File: config.mk
export PLATFORM = sky130hd
export DESIGN_NAME = drive_command_safety_gate
export DESIGN_NICKNAME = d
export VERILOG_FILES = /design/src/hdl/dcsg_pkg.sv /design/src/hdl/drive_command_safety_gate.sv
export SDC_FILE = /design/constraint.sdc
export NUM_CORES = 1
export LEC_CHECK = 0
export BUFFER_PORTS_ARGS = -buffer_cell sky130_fd_sc_hd__buf_2
export CAP_MARGIN = 40
export CORE_MARGIN = 2
export CORE_UTILIZATION = 63
export CTS_CLUSTER_DIAMETER = 40
export DETAILED_ROUTE_END_ITERATION = 12
export GPL_ROUTABILITY_DRIVEN = 0
export MAX_ROUTING_LAYER = met4
export PLACE_DENSITY_LB_ADDON = 0.15
export SYNTH_ARGS = -nofsm -noshare
export SYNTH_HDL_FRONTEND = slang
export SYNTH_SLANG_ARGS = --single-unit
File: constraint.sdc
create_clock -name clk -period 10.4 [get_ports clk]
set_input_delay 2.08 -clock clk [delete_from_list [all_inputs] [get_ports clk]]
set_output_delay 2.08 -clock clk [all_outputs]
set_load 0.02 [all_outputs]
File: src/hdl/dcsg_pkg.sv
// Types, codes and helper functions for the drive command safety gate.
package dcsg_pkg;

    localparam int TIME_BITS = 32;

    localparam logic [15:0] ESTOP_TIMEOUT_RESET = 16'd3000;
    localparam logic [15:0] STALE_RESET         = 16'd300;
    localparam logic [6:0]  MAX_THR_RESET       = 7'd100;
    localparam logic [6:0]  BRAKE_THR_RESET     = 7'd20;

    localparam logic [6:0]  PCT_FULL       = 7'd100;
    localparam logic [7:0]  STEER_FULL     = 8'd100;
    // floor(x / 10) as (x * DIV10_RECIP) >> 16, exact for x below 2000
    localparam logic [23:0] DIV10_RECIP    = 24'd6554;
    localparam logic [10:0] SERVO_PER_STEP = 11'd9;

    // configuration register indexes
    localparam logic [1:0] CFG_ESTOP_TIMEOUT = 2'd0;
    localparam logic [1:0] CFG_CMD_STALE     = 2'd1;
    localparam logic [1:0] CFG_MAX_THROTTLE  = 2'd2;
    localparam logic [1:0] CFG_BRAKE_THRESH  = 2'd3;

    // requested modes carried by a control frame
    localparam logic [2:0] MODE_MANUAL    = 3'd1;
    localparam logic [2:0] MODE_LANE_KEEP = 3'd2;
    localparam logic [2:0] MODE_CRUISE    = 3'd3;
    localparam logic [2:0] MODE_ADAPTIVE  = 3'd4;

    typedef enum logic [1:0] {
        OP_TICK  = 2'd0,
        OP_CHECK = 2'd1,
        OP_CTRL  = 2'd2,
        OP_ESTOP = 2'd3
    } opcode_t;

    typedef enum logic [1:0] {
        ACT_NONE = 2'd0,
        ACT_STOP = 2'd1,
        ACT_FWD  = 2'd2,
        ACT_BACK = 2'd3
    } motor_act_t;

    typedef enum logic [1:0] {
        IND_NONE  = 2'd0,
        IND_ALERT = 2'd1,
        IND_OFF   = 2'd2
    } indicator_t;

    typedef enum logic [1:0] {
        DM_IDLE   = 2'd0,
        DM_MANUAL = 2'd1,
        DM_AUTO   = 2'd2
    } drive_mode_t;

    typedef struct packed {
        opcode_t           opcode;
        logic              frame_ok;
        logic [2:0]        cmd_mode;
        logic signed [7:0] cmd_throttle;
        logic signed [7:0] cmd_steering;
        logic              brake_request;
        logic              estop_set;
        logic              brake_latch_active;
        logic [7:0]        brake_speed_limit;
        logic [7:0]        range_speed_limit;
        logic              cruise_active;
    } item_t;

    typedef struct packed {
        motor_act_t        motor_action;
        logic [6:0]        motor_duty;
        logic              servo_update;
        logic [7:0]        servo_deg;
        logic signed [7:0] throttle_now;
        logic signed [7:0] steering_now;
        drive_mode_t       drive_mode_out;
        logic              emergency_latched;
        indicator_t        indicator_action;
        logic              aeb_reset_request;
        logic              cruise_override;
    } result_t;

    function automatic logic signed [7:0] clamp100(input logic signed [7:0] v);
        logic signed [7:0] r;
        r = v;
        if (v < -$signed(STEER_FULL))
        begin
            r = -$signed(STEER_FULL);
        end
        else if (v > $signed(STEER_FULL))
        begin
            r = $signed(STEER_FULL);
        end
        return r;
    endfunction

    // smaller of a 7-bit limit and an 8-bit limit; fits 7 bits
    function automatic logic [6:0] min_lim(input logic [6:0] a, input logic [7:0] b);
        logic [6:0] r;
        r = a;
        if (b < {1'b0, a})
        begin
            r = b[6:0];
        end
        return r;
    endfunction

    // servo angle = (100 - steering) * 180 / 200, steering already clamped
    function automatic logic [7:0] servo_deg_f(input logic signed [7:0] steer);
        logic [7:0]  diff;
        logic [10:0] scaled;
        logic [23:0] prod;
        diff   = STEER_FULL - steer;
        scaled = 11'(diff) * SERVO_PER_STEP;
        prod   = 24'(scaled) * DIV10_RECIP;
        return prod[23:16];
    endfunction

endpackage

File: src/hdl/drive_command_safety_gate.sv
// Top level of the drive command safety gate: item register, decision logic, result register.

// Drive command safety gate. Every accepted item (millisecond tick, periodic
// check, control frame or emergency frame) yields exactly one result item.
// The gate takes one item per clock cycle while in_stall is low; an accepted
// item lands in the item register, is decided by one stage of logic against
// the live state (timer, emergency latch, last command time, applied throttle
// and steering, drive mode) and moves into the result register once that
// register is free or is being emptied. A single decision stage lies between
// the item register and the result register. While a result is held by
// out_stall, one more item still enters and waits in the item register;
// in_stall rises only when both registers are full.
// Configuration registers are plain writes through cfg_we/cfg_index/cfg_wdata
// and are meant to change only while the gate is idle. All time arithmetic
// wraps at TIME_BITS.
module drive_command_safety_gate
    import dcsg_pkg::*;
(
    input  logic              clk,
    input  logic              rst_n,

    input  logic              cfg_we,
    input  logic [1:0]        cfg_index,
    input  logic [15:0]       cfg_wdata,

    input  logic              in_valid,
    output logic              in_stall,
    input  logic [1:0]        opcode,
    input  logic              frame_ok,
    input  logic [2:0]        cmd_mode,
    input  logic signed [7:0] cmd_throttle,
    input  logic signed [7:0] cmd_steering,
    input  logic              brake_request,
    input  logic              estop_set,
    input  logic              brake_latch_active,
    input  logic [7:0]        brake_speed_limit,
    input  logic [7:0]        range_speed_limit,
    input  logic              cruise_active,

    output logic              out_valid,
    input  logic              out_stall,
    output logic [1:0]        motor_action,
    output logic [6:0]        motor_duty,
    output logic              servo_update,
    output logic [7:0]        servo_deg,
    output logic signed [7:0] throttle_now,
    output logic signed [7:0] steering_now,
    output logic [1:0]        drive_mode_out,
    output logic              emergency_latched,
    output logic [1:0]        indicator_action,
    output logic              aeb_reset_request,
    output logic              cruise_override
);

    // configuration
    logic [15:0] estop_timeout_reg;
    logic [15:0] cmd_stale_reg;
    logic [6:0]  max_throttle_reg;
    logic [6:0]  brake_thresh_reg;

    // gate state
    logic [TIME_BITS-1:0] time_reg,      time_next;
    logic                 em_flag_reg,   em_flag_next;
    logic [TIME_BITS-1:0] em_since_reg,  em_since_next;
    logic [TIME_BITS-1:0] last_cmd_reg,  last_cmd_next;
    logic                 cmd_seen_reg,  cmd_seen_next;
    logic signed [7:0]    thr_reg,       thr_next;
    logic signed [7:0]    steer_reg,     steer_next;
    drive_mode_t          dmode_reg,     dmode_next;

    // pipeline
    logic    item_valid_reg;
    item_t   item_reg;
    logic    res_valid_reg;
    result_t res_reg;
    result_t res_next;

    logic    in_accept;
    logic    advance;

    // decision intermediates
    logic [TIME_BITS-1:0] em_age;
    logic [TIME_BITS-1:0] cmd_age;
    logic [6:0]           lim_global;
    logic [6:0]           lim_check;
    logic [6:0]           lim_ctrl;
    logic signed [7:0]    steer_c;
    logic signed [7:0]    thr_c;
    logic                 cruise_mode_req;
    logic                 em_live;
    logic signed [7:0]    thr_live;

    // Move an item on when the result register is free or is being emptied.
    assign advance   = item_valid_reg && (!res_valid_reg || !out_stall);
    assign in_stall  = item_valid_reg && res_valid_reg && out_stall;
    assign in_accept = in_valid && !in_stall;

    assign em_age     = time_reg - em_since_reg;
    assign cmd_age    = time_reg - last_cmd_reg;
    assign lim_global = (max_throttle_reg > PCT_FULL) ? PCT_FULL : max_throttle_reg;
    assign lim_check  = min_lim(lim_global, item_reg.brake_speed_limit);
    assign lim_ctrl   = min_lim(min_lim(lim_global, item_reg.range_speed_limit),
                                item_reg.brake_speed_limit);
    assign steer_c    = clamp100(item_reg.cmd_steering);
    assign cruise_mode_req = (item_reg.cmd_mode == MODE_CRUISE) ||
                             (item_reg.cmd_mode == MODE_ADAPTIVE);

    always_comb
    begin
        time_next     = time_reg;
        em_flag_next  = em_flag_reg;
        em_since_next = em_since_reg;
        last_cmd_next = last_cmd_reg;
        cmd_seen_next = cmd_seen_reg;
        thr_next      = thr_reg;
        steer_next    = steer_reg;
        dmode_next    = dmode_reg;
        em_live       = em_flag_reg;
        thr_live      = thr_reg;
        thr_c         = clamp100(item_reg.cmd_throttle);

        res_next                   = '0;
        res_next.motor_action      = ACT_NONE;
        res_next.indicator_action  = IND_NONE;

        case (item_reg.opcode)
            OP_TICK:
            begin
                time_next = time_reg + TIME_BITS'(1);
            end
            OP_CHECK:
            begin
                // expire an emergency latch that nobody renewed
                if (em_flag_reg && (em_age >= TIME_BITS'(estop_timeout_reg)))
                begin
                    em_live                    = 1'b0;
                    em_since_next              = '0;
                    res_next.aeb_reset_request = 1'b1;
                    res_next.indicator_action  = IND_OFF;
                end
                // stop the motor on a stale command
                if (cmd_seen_reg && (cmd_age > TIME_BITS'(cmd_stale_reg)) && (thr_reg != 0))
                begin
                    res_next.motor_action = ACT_STOP;
                    thr_live              = '0;
                end
                // stop forward throttle under a latch; above the limit, stop it or cut it to the limit
                if ((em_live || item_reg.brake_latch_active) && (thr_live > 0))
                begin
                    res_next.motor_action = ACT_STOP;
                    thr_live              = '0;
                end
                else if ((thr_live > 0) && (thr_live[6:0] > lim_check))
                begin
                    if (lim_check < brake_thresh_reg)
                    begin
                        res_next.motor_action = ACT_STOP;
                        thr_live              = '0;
                    end
                    else
                    begin
                        res_next.motor_action = ACT_FWD;
                        res_next.motor_duty   = lim_check;
                        thr_live              = $signed({1'b0, lim_check});
                    end
                end
                em_flag_next = em_live;
                thr_next     = thr_live;
            end
            OP_ESTOP:
            begin
                if (item_reg.frame_ok)
                begin
                    if (item_reg.estop_set)
                    begin
                        em_flag_next              = 1'b1;
                        em_since_next             = time_reg;
                        res_next.motor_action     = ACT_STOP;
                        thr_next                  = '0;
                        steer_next                = '0;
                        res_next.indicator_action = IND_ALERT;
                    end
                    else
                    begin
                        em_flag_next               = 1'b0;
                        em_since_next              = '0;
                        res_next.aeb_reset_request = 1'b1;
                        res_next.indicator_action  = IND_OFF;
                    end
                end
            end
            OP_CTRL:
            begin
                if (item_reg.frame_ok)
                begin
                    last_cmd_next         = time_reg;
                    cmd_seen_next         = 1'b1;
                    res_next.servo_update = 1'b1;
                    res_next.servo_deg    = servo_deg_f(steer_c);
                    steer_next            = steer_c;

                    if (item_reg.cmd_mode == MODE_MANUAL)
                    begin
                        dmode_next = DM_MANUAL;
                    end
                    else if ((item_reg.cmd_mode == MODE_LANE_KEEP) || cruise_mode_req)
                    begin
                        dmode_next = DM_AUTO;
                    end
                    else
                    begin
                        dmode_next = DM_IDLE;
                    end

                    if (!cruise_mode_req && item_reg.cruise_active)
                    begin
                        res_next.cruise_override = 1'b1;
                    end

                    if (item_reg.brake_request)
                    begin
                        res_next.cruise_override = 1'b1;
                        res_next.motor_action    = ACT_STOP;
                        thr_next                 = '0;
                    end
                    else if ((item_reg.cmd_mode == MODE_MANUAL) ||
                             (item_reg.cmd_mode == MODE_LANE_KEEP))
                    begin
                        // block forward throttle under a latched stop
                        if ((em_flag_reg || item_reg.brake_latch_active) &&
                            !item_reg.cmd_throttle[7])
                        begin
                            res_next.motor_action = ACT_STOP;
                            thr_next              = '0;
                        end
                        else
                        begin
                            if (thr_c > $signed({1'b0, lim_ctrl}))
                            begin
                                thr_c = $signed({1'b0, lim_ctrl});
                            end
                            if (thr_c == 0)
                            begin
                                res_next.motor_action = ACT_STOP;
                            end
                            else if (thr_c > 0)
                            begin
                                res_next.motor_action = ACT_FWD;
                                res_next.motor_duty   = thr_c[6:0];
                            end
                            else
                            begin
                                res_next.motor_action = ACT_BACK;
                                res_next.motor_duty   = 7'(-thr_c);
                            end
                            thr_next = thr_c;
                        end
                    end
                    else if (!cruise_mode_req)
                    begin
                        res_next.motor_action = ACT_STOP;
                        thr_next              = '0;
                    end
                end
            end
            default:
            begin
                time_next = time_reg;
            end
        endcase

        res_next.throttle_now      = thr_next;
        res_next.steering_now      = steer_next;
        res_next.drive_mode_out    = dmode_next;
        res_next.emergency_latched = em_flag_next;
    end

    // configuration writes
    always_ff @(posedge clk or negedge rst_n)
    begin
        if (!rst_n)
        begin
            estop_timeout_reg <= ESTOP_TIMEOUT_RESET;
            cmd_stale_reg     <= STALE_RESET;
            max_throttle_reg  <= MAX_THR_RESET;
            brake_thresh_reg  <= BRAKE_THR_RESET;
        end
        else if (cfg_we)
        begin
            case (cfg_index)
                CFG_ESTOP_TIMEOUT: estop_timeout_reg <= cfg_wdata;
                CFG_CMD_STALE:     cmd_stale_reg     <= cfg_wdata;
                CFG_MAX_THROTTLE:  max_throttle_reg  <= cfg_wdata[6:0];
                CFG_BRAKE_THRESH:  brake_thresh_reg  <= cfg_wdata[6:0];
                default:           estop_timeout_reg <= estop_timeout_reg;
            endcase
        end
    end

    // state and handshake control; state moves only with an advancing item
    always_ff @(posedge clk or negedge rst_n)
    begin
        if (!rst_n)
        begin
            time_reg       <= '0;
            em_flag_reg    <= 1'b0;
            em_since_reg   <= '0;
            last_cmd_reg   <= '0;
            cmd_seen_reg   <= 1'b0;
            thr_reg        <= '0;
            steer_reg      <= '0;
            dmode_reg      <= DM_IDLE;
            item_valid_reg <= 1'b0;
            res_valid_reg  <= 1'b0;
        end
        else
        begin
            if (advance)
            begin
                time_reg     <= time_next;
                em_flag_reg  <= em_flag_next;
                em_since_reg <= em_since_next;
                last_cmd_reg <= last_cmd_next;
                cmd_seen_reg <= cmd_seen_next;
                thr_reg      <= thr_next;
                steer_reg    <= steer_next;
                dmode_reg    <= dmode_next;
            end

            if (in_accept)
            begin
                item_valid_reg <= 1'b1;
            end
            else if (advance)
            begin
                item_valid_reg <= 1'b0;
            end

            if (advance)
            begin
                res_valid_reg <= 1'b1;
            end
            else if (!out_stall)
            begin
                res_valid_reg <= 1'b0;
            end
        end
    end

    // payload registers, no reset
    always_ff @(posedge clk)
    begin
        if (in_accept)
        begin
            item_reg.opcode             <= opcode_t'(opcode);
            item_reg.frame_ok           <= frame_ok;
            item_reg.cmd_mode           <= cmd_mode;
            item_reg.cmd_throttle       <= cmd_throttle;
            item_reg.cmd_steering       <= cmd_steering;
            item_reg.brake_request      <= brake_request;
            item_reg.estop_set          <= estop_set;
            item_reg.brake_latch_active <= brake_latch_active;
            item_reg.brake_speed_limit  <= brake_speed_limit;
            item_reg.range_speed_limit  <= range_speed_limit;
            item_reg.cruise_active      <= cruise_active;
        end
        if (advance)
        begin
            res_reg <= res_next;
        end
    end

    assign out_valid         = res_valid_reg;
    assign motor_action      = res_reg.motor_action;
    assign motor_duty        = res_reg.motor_duty;
    assign servo_update      = res_reg.servo_update;
    assign servo_deg         = res_reg.servo_deg;
    assign throttle_now      = res_reg.throttle_now;
    assign steering_now      = res_reg.steering_now;
    assign drive_mode_out    = res_reg.drive_mode_out;
    assign emergency_latched = res_reg.emergency_latched;
    assign indicator_action  = res_reg.indicator_action;
    assign aeb_reset_request = res_reg.aeb_reset_request;
    assign cruise_override   = res_reg.cruise_override;

endmodule

==> results.md <==
- Post-DR vias/cell: 6.09
- Gate Count Post-Synth: 1962
- CP max FO: 12
- Fin Setup TNS: 0 ns
- Die W: 175 um
- Commonest cells post-synth: inv_1 (222), ha_1 (210), nand2_1 (191)
- Worst-Skew Late Latency: 0.52 ns
- Setup slack after layout: 1.20 ns
- Starting density of the core: 0.642
- Post-Route WL: 44900 um
- Cts hold-fix bufs: 0
- Clock transition at the registers of the reported paths: 0.06 ns
- Clock Skew: 0.0221 ns
- Pins Over Slew Limit: 0
- Core area: 28900 um^2
- Syn Nets: 2269
- Switching Fraction: 0.440
- Die Height: 175 um
- Post-Place Worst Slack: 1.46 ns
- Max incr delay on CP: 0.55 ns
- Deepest clock path buffer count: 3
- Synth Warn #: 0
- Worst hold path type: flip-flop to flip-flop
- Num CTS Buffers: 40
- Die ar.: 30800 um^2
- EDFF count, synth: 82
- Fin crit share: 0.884
- P_leak: 9.90 nW
- Clock group share of total power: 0.189
- Setup violators final: 0
- H-tree depth: 2
- Post-detail-place hpwl: 33700 um
- IO buf count: 107
- Top area cells in the synthesized netlist: dfrtp_1 (20%), ha_1 (14%), edfxtp_1 (13%)
- Post-CTS Setup Bufs: 0
- Startpoint types: flip-flop
- Int Pwr: 3.95 mW
- CTS Sinks: 246
- Largest net degree at the start of global routing: 66
- Unique masters post-synth: 88
- Most common flop cell mapped by yosys: dfrtp_1
- WL/cell: 18.0 um
- Final hold violations: 0
- DRT iter0 DRCs: 1130
- Std-Cell Rows: 62
- Status: finished clean
- Peak supply drop: 1300 uV
- Grt total ovfl: 0
- First-pass GRT wire length: 74300 um
- CP Data Arrival Time: 9.45 ns
- Switching Power: 3.11 mW
- Area grow syn2layout: 12.6%
- PD cells: 339 nW/um^2
- Pwr Total: 7.06 mW
- Top Ports: 108
- Register area share after synthesis: 0.356
- Resize count post-CTS: 0
- Max-slew headroom: 0.412
- Drt first pass iters: 6
- RSZ-0062 raised after global routing: false
- Mean post-synth cell area: 9.44 um^2
- Post-synthesis async set-or-reset flop share: 0.667
- Layout cells sized above 1: 0.135
- CP Data Required Time: 10.66 ns
- DR vias: 15.2k
- Root Buffer: clkbuf_16
- Max-Cap Viols: 0
- Hold Slack: 0.480 ns
- CTS tree: yes
- Slowest-stage cell, CP: nor4_1
- Tot GR Track Use: 0.304
- Most frequent cell after synthesis: inv_1
- CP dominant cell by count: ha_1
- Nets: 2377
- FF+latch count, synth: 246
- Largest register FFs: 42
- Post-Syn Area: 18500 um^2
- Largest area contributor in the netlist: dfrtp_1
- Worst slew pin tran: 0.878 ns
- Sequential power share: 0.178
- Antenna violations before repair: 2
- FMAX: 0.109 GHz
- Crit end category: flip-flop
- Core Util, Final: 0.722
- Critical path class: flip-flop to flip-flop
- Part of the power in combinational logic: 0.634
- Crit path time final: 9.20 ns
- Synth top area share: 0.200
- Vias in the first global route: 14.9k
- Antenna Nets Post-Route: 0
- Remaining DRCs: 0
## final timing paths
kind | startpoint | endpoint | slack [ns] | cells past startpoint
max reg2reg | max_throttle_reg[4]$_DFFE_PN0P_ | motor_duty[3]$_DFFE_PP_ | 1.20 | 35
min in group asynchronous | rst_n | last_cmd_reg[28]$_DFFE_PN0P_ | 1.50 | 1
max | max_throttle_reg[4]$_DFFE_PN0P_ | motor_duty[3]$_DFFE_PP_ | 1.20 | 35
max in group asynchronous | rst_n | last_cmd_reg[1]$_DFFE_PN0P_ | 7.70 | 2
min | steer_reg[1]$_DFFE_PN0P_ | steer_reg[1]$_DFFE_PN0P_ | 0.48 | 2
min reg2reg | steer_reg[1]$_DFFE_PN0P_ | steer_reg[1]$_DFFE_PN0P_ | 0.48 | 2
## power groups by stage
stage / combinational [mW] / sequential, mW / clock [mW]
floorplan: 3.40 / 1.27 / 0
finish: 4.48 / 1.25 / 1.33
CTS: 4.49 / 1.25 / 1.35
global placement: 4.24 / 1.26 / 0
global route: 5.18 / 1.27 / 1.39
detailed placement: 4.43 / 1.27 / 0
## final cells by class
| cell class | instances | area, um^2 |
|---|---|---|
| fill | 2195 | 8010 |
| inverter | 223 | 837 |
| tap | 384 | 480 |
| sequential | 246 | 6590 |
| multi-input combinational | 1437 | 10900 |
| clock inverter | 22 | 249 |
| antenna | 2 | 5.00 |
| clock buffer | 50 | 1100 |
| timing repair buffer | 122 | 702 |
## cell families after synthesis
group | synth area share
flops | 0.356
buf+inv | 0.0578
mux | 0.0514
compound gates | 0.166
fa+ha+maj | 0.178
xor+xnor | 0.0464
simple gates | 0.145
## routing by layer
metal	global-route usage	share of wire	routed length, um
met1	0.412	0.45	20100
met2	0.481	0.46	20700
met3	0.0392	0.063	2830
met4	0.0909	0.025	1140
met5	-	0	0
## stage by stage
step | instances | area (um^2)
floorplan | 1962 | 18500
finish | 2486 | 20800
CTS | 2484 | 20800
global route | 2486 | 20800
detailed placement | 2412 | 19500
global placement | 2408 | 19400
## cells in the final DEF (no fill, tap or decap), types with 8 or more instances in the layout
cell type	Yosys	layout
xor2_1	27	27
o21a_1	24	24
and2_1	16	15
and3_1	25	25
a31oi_1	14	14
nand2b_1	14	14
o211ai_1	12	12
o31ai_1	13	13
nor3_1	22	22
dfrtp_1	148	148
or2_2	9	9
and4_1	10	10
nor4_1	8	8
o21bai_1	18	18
nand4_1	26	26
buf_2	3	106
xnor2_1	71	71
mux2_2	48	48
fa_1	32	32
clkbuf_16	0	41
ha_1	210	210
o2111ai_1	8	8
a22oi_1	8	8
mux2i_1	41	41
o21ai_0	112	112
a21oi_1	95	94
nand2_1	191	191
or3_1	8	8
a311o_1	8	8
dfstp_2	16	16
a211oi_1	17	17
nand3_1	78	78
nor2b_1	22	22
a21o_1	51	51
edfxtp_1	82	82
inv_1	222	221
nor2_1	89	88
buf_4	3	12
## critical path, delay by kind of cell (launching register included)
family | cells | cell delay, ns
AO/OA/AOI/OAI | 15 | 3.77
XOR/XNOR | 1 | 0.18
adder cells (fa/ha/maj) | 4 | 1.17
buffers and inverters | 3 | 0.44
flip-flops | 1 | 0.45
multiplexers | 3 | 0.94
AND/OR/NAND/NOR | 9 | 1.99
Note: power is estimated with default switching activity, not from simulation.
